**src/hdl/assert_macros.svh**
```systemverilog
// Assertion macros shared by the power-map embedding RTL.
// Used by files that carry concurrent checks; no other dependencies.
`ifndef ASSERT_MACROS_SVH
`define ASSERT_MACROS_SVH

// Check masked while reset is asserted.
`define GPM_ASSERT_RST(lbl, clk, rst_n, prop, msg) \
    lbl: assert property (@(posedge clk) disable iff (!rst_n) prop) \
        else $error(msg);

// Check active on every edge, reset included.
`define GPM_ASSERT_ALWAYS(lbl, clk, prop, msg) \
    lbl: assert property (@(posedge clk) prop) else $error(msg);

`endif

```
**src/hdl/gpm_pkg.sv**
```systemverilog
// Shared types, constants and GF(2^n) helper functions for the power-map embedding.
// No dependencies; imported by every module of the block.
package gpm_pkg;

    localparam int MAX_FIELD_DEGREE = 12;
    localparam int MAX_EMBED_WIDTH  = 64;
    localparam int TOKEN_W          = 16;
    localparam int VOCAB_W          = 13;
    localparam int EWIDTH_W         = 7;
    localparam int EXP_W            = 5;
    localparam int DEG_W            = $clog2(MAX_FIELD_DEGREE);
    localparam int CFG_DATA_W       = 13;
    localparam int CFG_IDX_W        = 3;
    // one squaring stage per possible nonzero value of k
    localparam int SQ_STAGES        = (1 << EXP_W) - 1;

    localparam int VOCAB_RESET  = 4096;
    localparam int EWIDTH_RESET = 64;
    localparam int EXP_RESET    = 1;
    localparam int COEF_A_RESET = 1;
    localparam int COEF_B_RESET = 0;

    typedef logic [MAX_FIELD_DEGREE-1:0] t_elem;

    typedef enum logic [CFG_IDX_W-1:0] {
        CFG_VOCAB_SIZE  = 3'd0,
        CFG_EMBED_WIDTH = 3'd1,
        CFG_EXPONENT_K  = 3'd2,
        CFG_COEF_A      = 3'd3,
        CFG_COEF_B      = 3'd4
    } t_cfg_idx;

    typedef struct packed {
        logic [VOCAB_W-1:0]  vocab;
        logic [DEG_W-1:0]    deg_m1;   // field degree minus one
        t_elem               mask;
        t_elem               poly;     // reduction polynomial, top term dropped
        logic [EWIDTH_W-1:0] width;    // saturated embed width
        logic [EXP_W-1:0]    k;
        t_elem               coef_a;
        t_elem               coef_b;
    } t_cfg;

    // smallest n >= 1 with 2^n >= vs, capped at the maximum degree
    function automatic logic [DEG_W-1:0] field_degree(input logic [VOCAB_W-1:0] vs);
        logic [DEG_W-1:0] n;
        logic [VOCAB_W:0] lim;
        n = DEG_W'(MAX_FIELD_DEGREE);
        for (int i = MAX_FIELD_DEGREE - 1; i >= 1; i--) begin
            lim = (VOCAB_W + 1)'(1) << i;
            if ({1'b0, vs} <= lim) begin
                n = DEG_W'(i);
            end
        end
        return n;
    endfunction

    function automatic logic [MAX_FIELD_DEGREE:0] irr_poly(input logic [DEG_W-1:0] deg);
        logic [MAX_FIELD_DEGREE:0] p;
        case (deg)
            4'd1:    p = 13'd3;
            4'd2:    p = 13'd7;
            4'd3:    p = 13'd11;
            4'd4:    p = 13'd19;
            4'd5:    p = 13'd37;
            4'd6:    p = 13'd91;
            4'd7:    p = 13'd131;
            4'd8:    p = 13'd285;
            4'd9:    p = 13'd529;
            4'd10:   p = 13'd1135;
            4'd11:   p = 13'd2053;
            4'd12:   p = 13'd4331;
            default: p = '0;
        endcase
        return p;
    endfunction

    function automatic t_elem degree_mask(input logic [DEG_W-1:0] deg);
        t_elem m;
        m = '0;
        for (int i = 0; i < MAX_FIELD_DEGREE; i++) begin
            if (DEG_W'(i) < deg) begin
                m[i] = 1'b1;
            end
        end
        return m;
    endfunction

    // shift-and-add multiply modulo poly; bits above the degree are masked off
    function automatic t_elem gf_mul(input t_elem x, input t_elem y,
                                     input t_elem mask, input t_elem poly);
        t_elem r;
        t_elem xs;
        t_elem top;
        t_elem ys;
        logic  hi;
        r   = '0;
        xs  = x & mask;
        ys  = y & mask;
        top = mask ^ (mask >> 1);
        for (int i = 0; i < MAX_FIELD_DEGREE; i++) begin
            if (ys[i]) begin
                r = r ^ xs;
            end
            hi = |(xs & top);
            xs = (xs << 1) & mask;
            if (hi) begin
                xs = xs ^ poly;
            end
        end
        return r & mask;
    endfunction

endpackage

```
**src/hdl/gpm_cfg.sv**
```systemverilog
// Configuration registers with derived field degree, mask and polynomial.
// Depends on gpm_pkg and assert_macros.svh.
`include "assert_macros.svh"

module gpm_cfg import gpm_pkg::*; (
    input  logic                  i_clk,
    input  logic                  i_rst_n,
    input  logic                  i_cfg_we,
    input  logic [CFG_IDX_W-1:0]  i_cfg_idx,
    input  logic [CFG_DATA_W-1:0] i_cfg_data,
    output t_cfg                  o_cfg
);

    t_cfg r_cfg;
    t_cfg n_cfg;

    logic [DEG_W-1:0]    wr_deg;
    t_elem               wr_mask;
    t_elem               wr_poly;
    logic [EWIDTH_W-1:0] wr_width;
    logic [DEG_W-1:0]    rst_deg;
    t_elem               rst_mask;
    t_elem               rst_poly;

    assign wr_deg   = field_degree(i_cfg_data[VOCAB_W-1:0]);
    assign wr_mask  = degree_mask(wr_deg);
    assign wr_poly  = MAX_FIELD_DEGREE'(irr_poly(wr_deg)) & wr_mask;
    assign wr_width = (i_cfg_data[EWIDTH_W-1:0] > EWIDTH_W'(MAX_EMBED_WIDTH))
                    ? EWIDTH_W'(MAX_EMBED_WIDTH) : i_cfg_data[EWIDTH_W-1:0];
    assign rst_deg  = field_degree(VOCAB_W'(VOCAB_RESET));
    assign rst_mask = degree_mask(rst_deg);
    assign rst_poly = MAX_FIELD_DEGREE'(irr_poly(rst_deg)) & rst_mask;

    always_comb begin
        n_cfg = r_cfg;
        if (i_cfg_we) begin
            unique case (i_cfg_idx)
                CFG_VOCAB_SIZE: begin
                    n_cfg.vocab  = i_cfg_data[VOCAB_W-1:0];
                    n_cfg.deg_m1 = wr_deg - DEG_W'(1);
                    n_cfg.mask   = wr_mask;
                    n_cfg.poly   = wr_poly;
                end
                CFG_EMBED_WIDTH: n_cfg.width  = wr_width;
                CFG_EXPONENT_K:  n_cfg.k      = i_cfg_data[EXP_W-1:0];
                CFG_COEF_A:      n_cfg.coef_a = i_cfg_data[MAX_FIELD_DEGREE-1:0];
                CFG_COEF_B:      n_cfg.coef_b = i_cfg_data[MAX_FIELD_DEGREE-1:0];
                default: ;
            endcase
        end
    end

    always_ff @(posedge i_clk) begin
        if (!i_rst_n) begin
            r_cfg.vocab  <= VOCAB_W'(VOCAB_RESET);
            r_cfg.deg_m1 <= rst_deg - DEG_W'(1);
            r_cfg.mask   <= rst_mask;
            r_cfg.poly   <= rst_poly;
            r_cfg.width  <= EWIDTH_W'(EWIDTH_RESET);
            r_cfg.k      <= EXP_W'(EXP_RESET);
            r_cfg.coef_a <= MAX_FIELD_DEGREE'(COEF_A_RESET);
            r_cfg.coef_b <= MAX_FIELD_DEGREE'(COEF_B_RESET);
        end else begin
            r_cfg <= n_cfg;
        end
    end

    assign o_cfg = r_cfg;

    `GPM_ASSERT_RST(a_poly_in_mask, i_clk, i_rst_n, (r_cfg.poly & ~r_cfg.mask) == '0, "polynomial exceeds field mask")
    `GPM_ASSERT_RST(a_width_sat, i_clk, i_rst_n, r_cfg.width <= EWIDTH_W'(MAX_EMBED_WIDTH), "embed width not saturated")

endmodule

```
**config.mk**
```make
export PLATFORM = sky130hd
export DESIGN_NAME = gpm_cfg
export DESIGN_NICKNAME = d
export VERILOG_FILES = /design/src/hdl/gpm_pkg.sv /design/src/hdl/gpm_cfg.sv
export VERILOG_INCLUDE_DIRS = /design/src /design/src/hdl
export SDC_FILE = /design/constraint.sdc
export NUM_CORES = 1
export LEC_CHECK = 0
export BUFFER_PORTS_ARGS = -buffer_cell sky130_fd_sc_hd__buf_2
export CAP_MARGIN = 5
export CORE_MARGIN = 1
export CORE_UTILIZATION = 56
export CTS_BUF_LIST = sky130_fd_sc_hd__clkbuf_16
export DETAILED_ROUTE_END_ITERATION = 6
export PLACE_DENSITY_LB_ADDON = 0.15
export SYNTH_ARGS = -nofsm -noshare
export SYNTH_HDL_FRONTEND = slang
export SYNTH_SLANG_ARGS = --single-unit
```
**constraint.sdc**
```tcl
create_clock -name i_clk -period 5.6 [get_ports i_clk]
set_clock_uncertainty 0.2 [all_clocks]
set_input_delay 0.28 -clock i_clk [delete_from_list [all_inputs] [get_ports i_clk]]
set_output_delay 0.28 -clock i_clk [all_outputs]
set_load 0.1 [all_outputs]
```
### Yosys cells after proc, flatten, opt, wreduce, memory -nomap -nowiden

Memory sizes are Yosys's and may differ from the RTL's.
Index checks and enable logic that the tools add are counted.

* register bits after elaboration: 77
* latch bits: 0
* bits in writable memories: 0
* bits in read-only memories: 416
* input port bits: 19
* output and inout bits: 77
* logic and storage cells: 80
* memories kept: 2

Memory list
* (no name shown): words 16, bits a word 13, rd ports 1, clocked after memory_dff 0, wr ports 0, line gpm_pkg.sv:60 `case (deg)`
* (no name shown): words 16, bits a word 13, rd ports 1, clocked after memory_dff 0, wr ports 0, line gpm_pkg.sv:60

* $add $sub $neg: 1
* multiply operators: 0
* div/mod/pow operators: 0
* $lt $le $gt $ge: 24
* eq/ne operators: 6
* shift-type cells: 0
* multiplexer cells: 31
* bitwise gates (word level): 1
* reduce and logical (&&, ||, !) cells: 7

Operator list (count)
* 2-to-1 mux 48 bit: 2
* 2-to-1 mux 12 bit: 3
* 2-to-1 mux 4 bit: 7
* < comparator 3 x 4 -> 1 bit (first input constant): 4
* < comparator 4 bit (first input constant): 4
* 2-to-1 mux 7 bit: 2
* less-or-equal comparator 13 x 10 -> 1 bit (second input constant): 1
* less-or-equal comparator 13 x 11 -> 1 bit (second input constant): 1
* less-or-equal comparator 13 x 12 -> 1 bit (second input constant): 1
* less-or-equal comparator 13 x 2 -> 1 bit (second input constant): 1
* less-or-equal comparator 13 x 3 -> 1 bit (second input constant): 1
* less-or-equal comparator 13 x 4 -> 1 bit (second input constant): 1
* less-or-equal comparator 13 x 5 -> 1 bit (second input constant): 1
* less-or-equal comparator 13 x 6 -> 1 bit (second input constant): 1
* less-or-equal comparator 13 x 7 -> 1 bit (second input constant): 1
* less-or-equal comparator 13 x 8 -> 1 bit (second input constant): 1
* less-or-equal comparator 13 x 9 -> 1 bit (second input constant): 1
* bitwise AND 12 bit: 1
* 2-to-1 mux 1 bit: 12
* 2-to-1 mux 3 bit: 4
* AND reduction 2 bit: 6
* < comparator 1 x 4 -> 1 bit (first input constant): 2
* < comparator 2 x 4 -> 1 bit (first input constant): 2
* greater-than comparator 7 bit (second input constant): 1
* other kinds (7): 9

### Depth between registers and ports, before layout

* depth in word-level cells: 18
* gate-level depth with buffers: 12
* gate-level depth less buffers: 10

### Worst setup path before layout

Ideal clock, no wire load.

* path kind: input port to flip-flop
* start point: input port i_cfg_data[2]
* end point: register r_cfg (netlist bit o_cfg[39]), data pin
* library setup time: 0.256 ns
* arrival: 2.674 ns
* required time: 5.144 ns
* path slack: 2.470 ns
* stages on the path: 11
* buffers on the path: 1
* path through: buf_2 -> nor3_4 -> nand3_2 -> or4_1 -> a211o_1 -> a21boi_4 -> inv_2 -> ha_1 -> nand2b_1 -> o21ai_0 -> a41o_1

* word-level cells in the longest chain between the ends: 18
* elaborated cells on any way between the ends: 29
* those cells by class: 12 x order compare; 15 x mux; 1 x bitwise; 1 x memory

Ends and longest elaborated chain
* start: declaration: line gpm_cfg.sv:10 `input logic [CFG_DATA_W-1:0] i_cfg_data,`
* less-or-equal comparator 13 x 12 -> 1 bit: line gpm_pkg.sv:51 `if ({1'b0, vs} <= lim) begin`
* 2-to-1 mux 3 bit (4 in a row): line gpm_pkg.sv:51
* 2-to-1 mux 4 bit (6 in a row): line gpm_pkg.sv:51
* 2-to-1 mux 4 bit *: line gpm_pkg.sv:51
* < comparator 2 x 4 -> 1 bit: line gpm_pkg.sv:82 `if (DEG_W'(i) < deg) begin`
* 2-to-1 mux 1 bit: line gpm_pkg.sv:82
* bitwise AND 12 bit *: line gpm_cfg.sv:27 `assign wr_poly = MAX_FIELD_DEGREE'(irr_poly(wr_deg)) & wr_mask;`
* 2-to-1 mux 12 bit *: line gpm_cfg.sv:37 `unique case (i_cfg_idx)`
* 2-to-1 mux 48 bit *: line gpm_cfg.sv:36 `if (i_cfg_we) begin`
* 2-to-1 mux 48 bit *: line gpm_cfg.sv:54 `if (!i_rst_n) begin`
* end signal: assignment: line gpm_cfg.sv:64 `r_cfg <= n_cfg;`
* end: declaration: line gpm_cfg.sv:14 `t_cfg r_cfg;`

Mark *: on every way between the ends. The rest lies on a longest branch, timed or not. The select of a mux whose other input is x is not followed.
A chain may end at the register's enable or synchronous reset.

### Final worst setup path

* start point: input port i_cfg_data[3]
* end point: register r_cfg (netlist bit o_cfg[40]), data pin

* word-level cells in the longest chain between the ends: 18
* elaborated cells on any way between the ends: 29
* those cells by class: 12 x order compare; 15 x mux; 1 x bitwise; 1 x memory

Ends and longest elaborated chain (line)
* less-or-equal comparator 13 x 12 -> 1 bit: gpm_pkg.sv:51
* 2-to-1 mux 3 bit (4 in a row): gpm_pkg.sv:51
* 2-to-1 mux 4 bit (6 in a row): gpm_pkg.sv:51
* 2-to-1 mux 4 bit *: gpm_pkg.sv:51
* < comparator 3 x 4 -> 1 bit: gpm_pkg.sv:82
* 2-to-1 mux 1 bit: gpm_pkg.sv:82
* bitwise AND 12 bit *: gpm_cfg.sv:27
* 2-to-1 mux 12 bit *: gpm_cfg.sv:37
* 2-to-1 mux 48 bit *: gpm_cfg.sv:36
* 2-to-1 mux 48 bit *: gpm_cfg.sv:54

Marked as above.

==> impl_metrics.xml <==
<?xml version="1.0" encoding="UTF-8"?>
<metrics>
  <group name="outcome">
    <metric name="run_status" unit="">complete, no violations</metric>
  </group>
  <group name="clocking">
    <metric name="clock_tree_from_tritoncts" unit="">done</metric>
    <metric name="cts-resized-gates" unit="">0</metric>
    <metric name="cts_max_path_buffers" unit="">2</metric>
    <metric name="cts_num_sinks" unit="">77</metric>
    <metric name="clock_insertion_delay_worst_skew" unit="ns">0.33</metric>
    <metric name="numCtsBuffers" unit="">9</metric>
    <metric name="htree_levels" unit="">3</metric>
    <metric name="clk_transition_reported_paths" unit="ns">0.05</metric>
    <metric name="clk_root_buffer_cell" unit="">clkbuf_16</metric>
    <metric name="cts-hold-fix-buffers" unit="">0</metric>
    <metric name="cts_setup_buffers" unit="">0</metric>
  </group>
  <group name="yosys">
    <metric name="syn_area" unit="µm²">3360</metric>
    <metric name="ys_warn_count" unit="">0</metric>
    <metric name="async_flop_share" unit="">0</metric>
    <metric name="yosysSeqAreaShare" unit="">0.494</metric>
    <metric name="synth.ff_latch_count" unit="">77</metric>
    <metric name="synth_area_per_cell" unit="µm²">8.30</metric>
    <metric name="synth_top_cells_by_area" unit="">dfxtp_1, nand2_1, edfxtp_1, a21oi_1, clkbuf_1</metric>
    <metric name="synth.distinct_cells" unit="">50</metric>
    <metric name="ys.flop_type" unit="">dfxtp_1</metric>
    <metric name="yosys.area.top_type_share" unit="">0.387</metric>
    <metric name="synth-edff-count" unit="">12</metric>
    <metric name="synthCells" unit="">405</metric>
    <metric name="synth_top_cell_by_area" unit="">dfxtp_1</metric>
  </group>
  <group name="routing">
    <metric name="routed_wire_length_per_instance" unit="µm">15.0</metric>
    <metric name="total_via_count_after_detailed_routing" unit="">3135</metric>
    <metric name="drcViolationCount" unit="">0</metric>
    <metric name="wl" unit="mm">8.36</metric>
    <metric name="viasPerCell" unit="">5.64</metric>
    <metric name="dr.pass1.iters" unit="">5</metric>
    <metric name="ant_nets" unit="">0</metric>
    <metric name="initialDrtViolationCount" unit="">236</metric>
  </group>
  <group name="place">
    <metric name="dp_hpwl" unit="mm">5.80</metric>
    <metric name="gp_congestion" unit="">0.893</metric>
    <metric name="port-buffer-count" unit="">95</metric>
    <metric name="dpl.cell_count" unit="">541</metric>
    <metric name="preCtsSetupSlack" unit="ns">1.99</metric>
  </group>
  <group name="worst_setup_path">
    <metric name="timing.critical_path.from_type" unit="">input port</metric>
    <metric name="r2r_start" unit="">o_cfg[63]</metric>
    <metric name="path_max_fanout" unit="">13</metric>
    <metric name="crit_path_top_delay_cell" unit="">nor4_4</metric>
    <metric name="worst_setup_path_end_kind" unit="">flip-flop</metric>
    <metric name="critical-path-max-stage-delay" unit="ns">0.51</metric>
    <metric name="critical_path.top_delay_family" unit="">simple AND/OR/NAND/NOR gates</metric>
    <metric name="critPathKind" unit="">input port to flip-flop</metric>
    <metric name="cp_cell_sequence" unit="">buf_2, nor4_4, nand3_2, or4_1, a211o_1, a21boi_4, inv_2, ha_1, o21ai_0, nand3_1, nor2_1</metric>
    <metric name="cp.required" unit="ns">5.58</metric>
    <metric name="crit_start" unit="">i_cfg_data[3]</metric>
    <metric name="crit_arrival" unit="ns">3.31</metric>
    <metric name="timing.critical_path.buf_inv" unit="">2</metric>
  </group>
  <group name="global_routing">
    <metric name="grt_antenna_before_repair" unit="">0</metric>
    <metric name="globalRouteTotalUtil" unit="">0.280</metric>
    <metric name="grt_first_pass_wirelength" unit="mm">13.5</metric>
    <metric name="grt_max_degree" unit="">35</metric>
    <metric name="vias_in_the_first_global_route" unit="">2801</metric>
    <metric name="grt.overflow.total" unit="">0</metric>
  </group>
  <group name="sta">
    <metric name="worst_slew_margin_rel" unit="">0.276</metric>
    <metric name="report.final.slew_viol_count" unit="">0</metric>
    <metric name="worstMarginPinSlew" unit="ns">1.08</metric>
    <metric name="final_critical_path_setup_slack" unit="ns">2.27</metric>
    <metric name="period_needed" unit="ns">3.33</metric>
    <metric name="grt_setup_unrepaired" unit="">no</metric>
    <metric name="report.final.hold_viol_count" unit="">0</metric>
    <metric name="achievable-frequency" unit="MHz">301</metric>
    <metric name="tns" unit="ns">0</metric>
    <metric name="finalCritPeriodShare" unit="">0.594</metric>
    <metric name="finalSetupViolCount" unit="">0</metric>
  </group>
  <group name="floorplan">
    <metric name="core_area" unit="µm²">5640</metric>
    <metric name="io-pin-count" unit="">96</metric>
    <metric name="floorplan.rows" unit="">27</metric>
    <metric name="start_util" unit="">0.596</metric>
    <metric name="die_area" unit="µm²">6320</metric>
    <metric name="die_x" unit="µm">79.5</metric>
    <metric name="die_height" unit="µm">79.5</metric>
  </group>
  <group name="final_layout">
    <metric name="post_route_cells_drive_above_1_share" unit="">0.246</metric>
    <metric name="final_cells" unit="">556</metric>
    <metric name="layout.nets" unit="">503</metric>
    <metric name="final.fill_count" unit="">457</metric>
    <metric name="diodes" unit="">0</metric>
    <metric name="syn2layout_area_growth" unit="%">21.7</metric>
    <metric name="largest_register_ffs" unit="">77</metric>
  </group>
  <group name="pwr">
    <metric name="power_leakage" unit="nW">1.75</metric>
    <metric name="power_density" unit="nW/µm²">339</metric>
    <metric name="worst_ir_drop_vdd" unit="mV">0.263</metric>
    <metric name="finalPower" unit="mW">1.39</metric>
  </group>
  <group name="worst_hold_path">
    <metric name="timing.hold.worst.start" unit="">i_cfg_data[12]</metric>
    <metric name="hold_path_class" unit="">input port to flip-flop</metric>
  </group>
  <group name="job">
    <metric name="max_cap_viol_count" unit="">0</metric>
  </group>
</metrics>
-- tightest hold or removal path: stages --
cell and delay, ns:
buf_2 0.15, nand2_1 0.06, nand3_1 0.06
-- per-stage QoR --
step | area, µm² | hold WS [ns] | util
final | 4090 | 0.0811 | 0.725
after global routing | 4090 | 0.0872 | 0.725
after CTS | 4090 | 0.0739 | 0.725
after detailed placement | 3810 | 0.231 | 0.675
after global placement | 3810 | 0.228 | 0.675
after floorplan | 3370 | 0.204 | -
-- cell usage in the layout (no fill, tap or decap), types with 2 or more instances in the layout --
cell / count
a211o_1: 2
a211oi_1: 4
a21o_1: 3
a21oi_1: 48
a31oi_1: 4
and2_1: 6
and3_1: 7
buf_2: 95
clkbuf_16: 9
clkinv_2: 2
conb_1: 4
dfxtp_1: 65
edfxtp_1: 12
ha_1: 4
inv_1: 4
inv_2: 2
mux2i_1: 5
nand2_1: 113
nand3_1: 17
nand3b_1: 5
nand4b_1: 2
nor2_1: 17
nor2b_1: 3
nor3_1: 5
nor4_1: 3
o211ai_1: 4
o21ai_0: 9
or3_1: 3
or4_1: 2
-- Yosys cell counts (all sizes together), types with 2 or more instances --
library cell  count
o21ai             9
nor2b             3
nor4              4
o211ai            4
a211o             2
a21o              3
or3               3
ha                4
and2              6
a31oi             4
nand2           113
a211oi            4
nand3            18
nand3b            5
a21oi            49
and3              7
buf               4
mux2i             5
nor2             17
clkbuf           31
or4               2
inv               5
nor3              6
dfxtp            65
edfxtp           12
nand4b            2
-- metal layers --
layer,track usage,routed length [µm],vias to the layer above
met3,0.0594,680,14
li1,-,-,1536
met5,0,0,-
met4,0.105,144,0
met1,0.386,3790,1449
met2,0.430,3740,136
-- logic make-up after synthesis --
group,count (synthesis),synth area share
flops,77,0.494
compound gates,88,0.167
fa+ha+maj,4,0.0149
buf+inv,40,0.0458
simple gates,190,0.262
other cells,1,0.00112
mux,5,0.0149
-- cell type report --
| type | count | area, µm² | share of cell area |
|---|---|---|---|
| Sequential cell | 77 | 1660 | 0.406 |
| Multi-Input combinational cell | 291 | 1560 | 0.381 |
| Timing Repair Buffer | 96 | 483 | 0.118 |
| Clock buffer | 9 | 225 | 0.0551 |
| Tap cell | 72 | 90.1 | 0.0220 |
| Clock inverter | 6 | 55.1 | 0.0135 |
| Inverter | 5 | 18.8 | 0.00459 |
-- power breakdown --
part	internal (mW)	switching [mW]	total (mW)
clock	0.338	0.209	0.547
sequential	0.583	0.00667	0.589
combinational	0.0402	0.211	0.251
total	0.960	0.427	1.39
-- final timing paths --
path	end	slack (ns)	cells past startpoint
worst min register to register	o_cfg[59]	0.24	2
worst max-delay path	o_cfg[40]	2.27	11
worst min-delay path	o_cfg[76]	0.08	3
worst max register to register	o_cfg[63]	4.56	3
(Power assumes the default switching activity.)
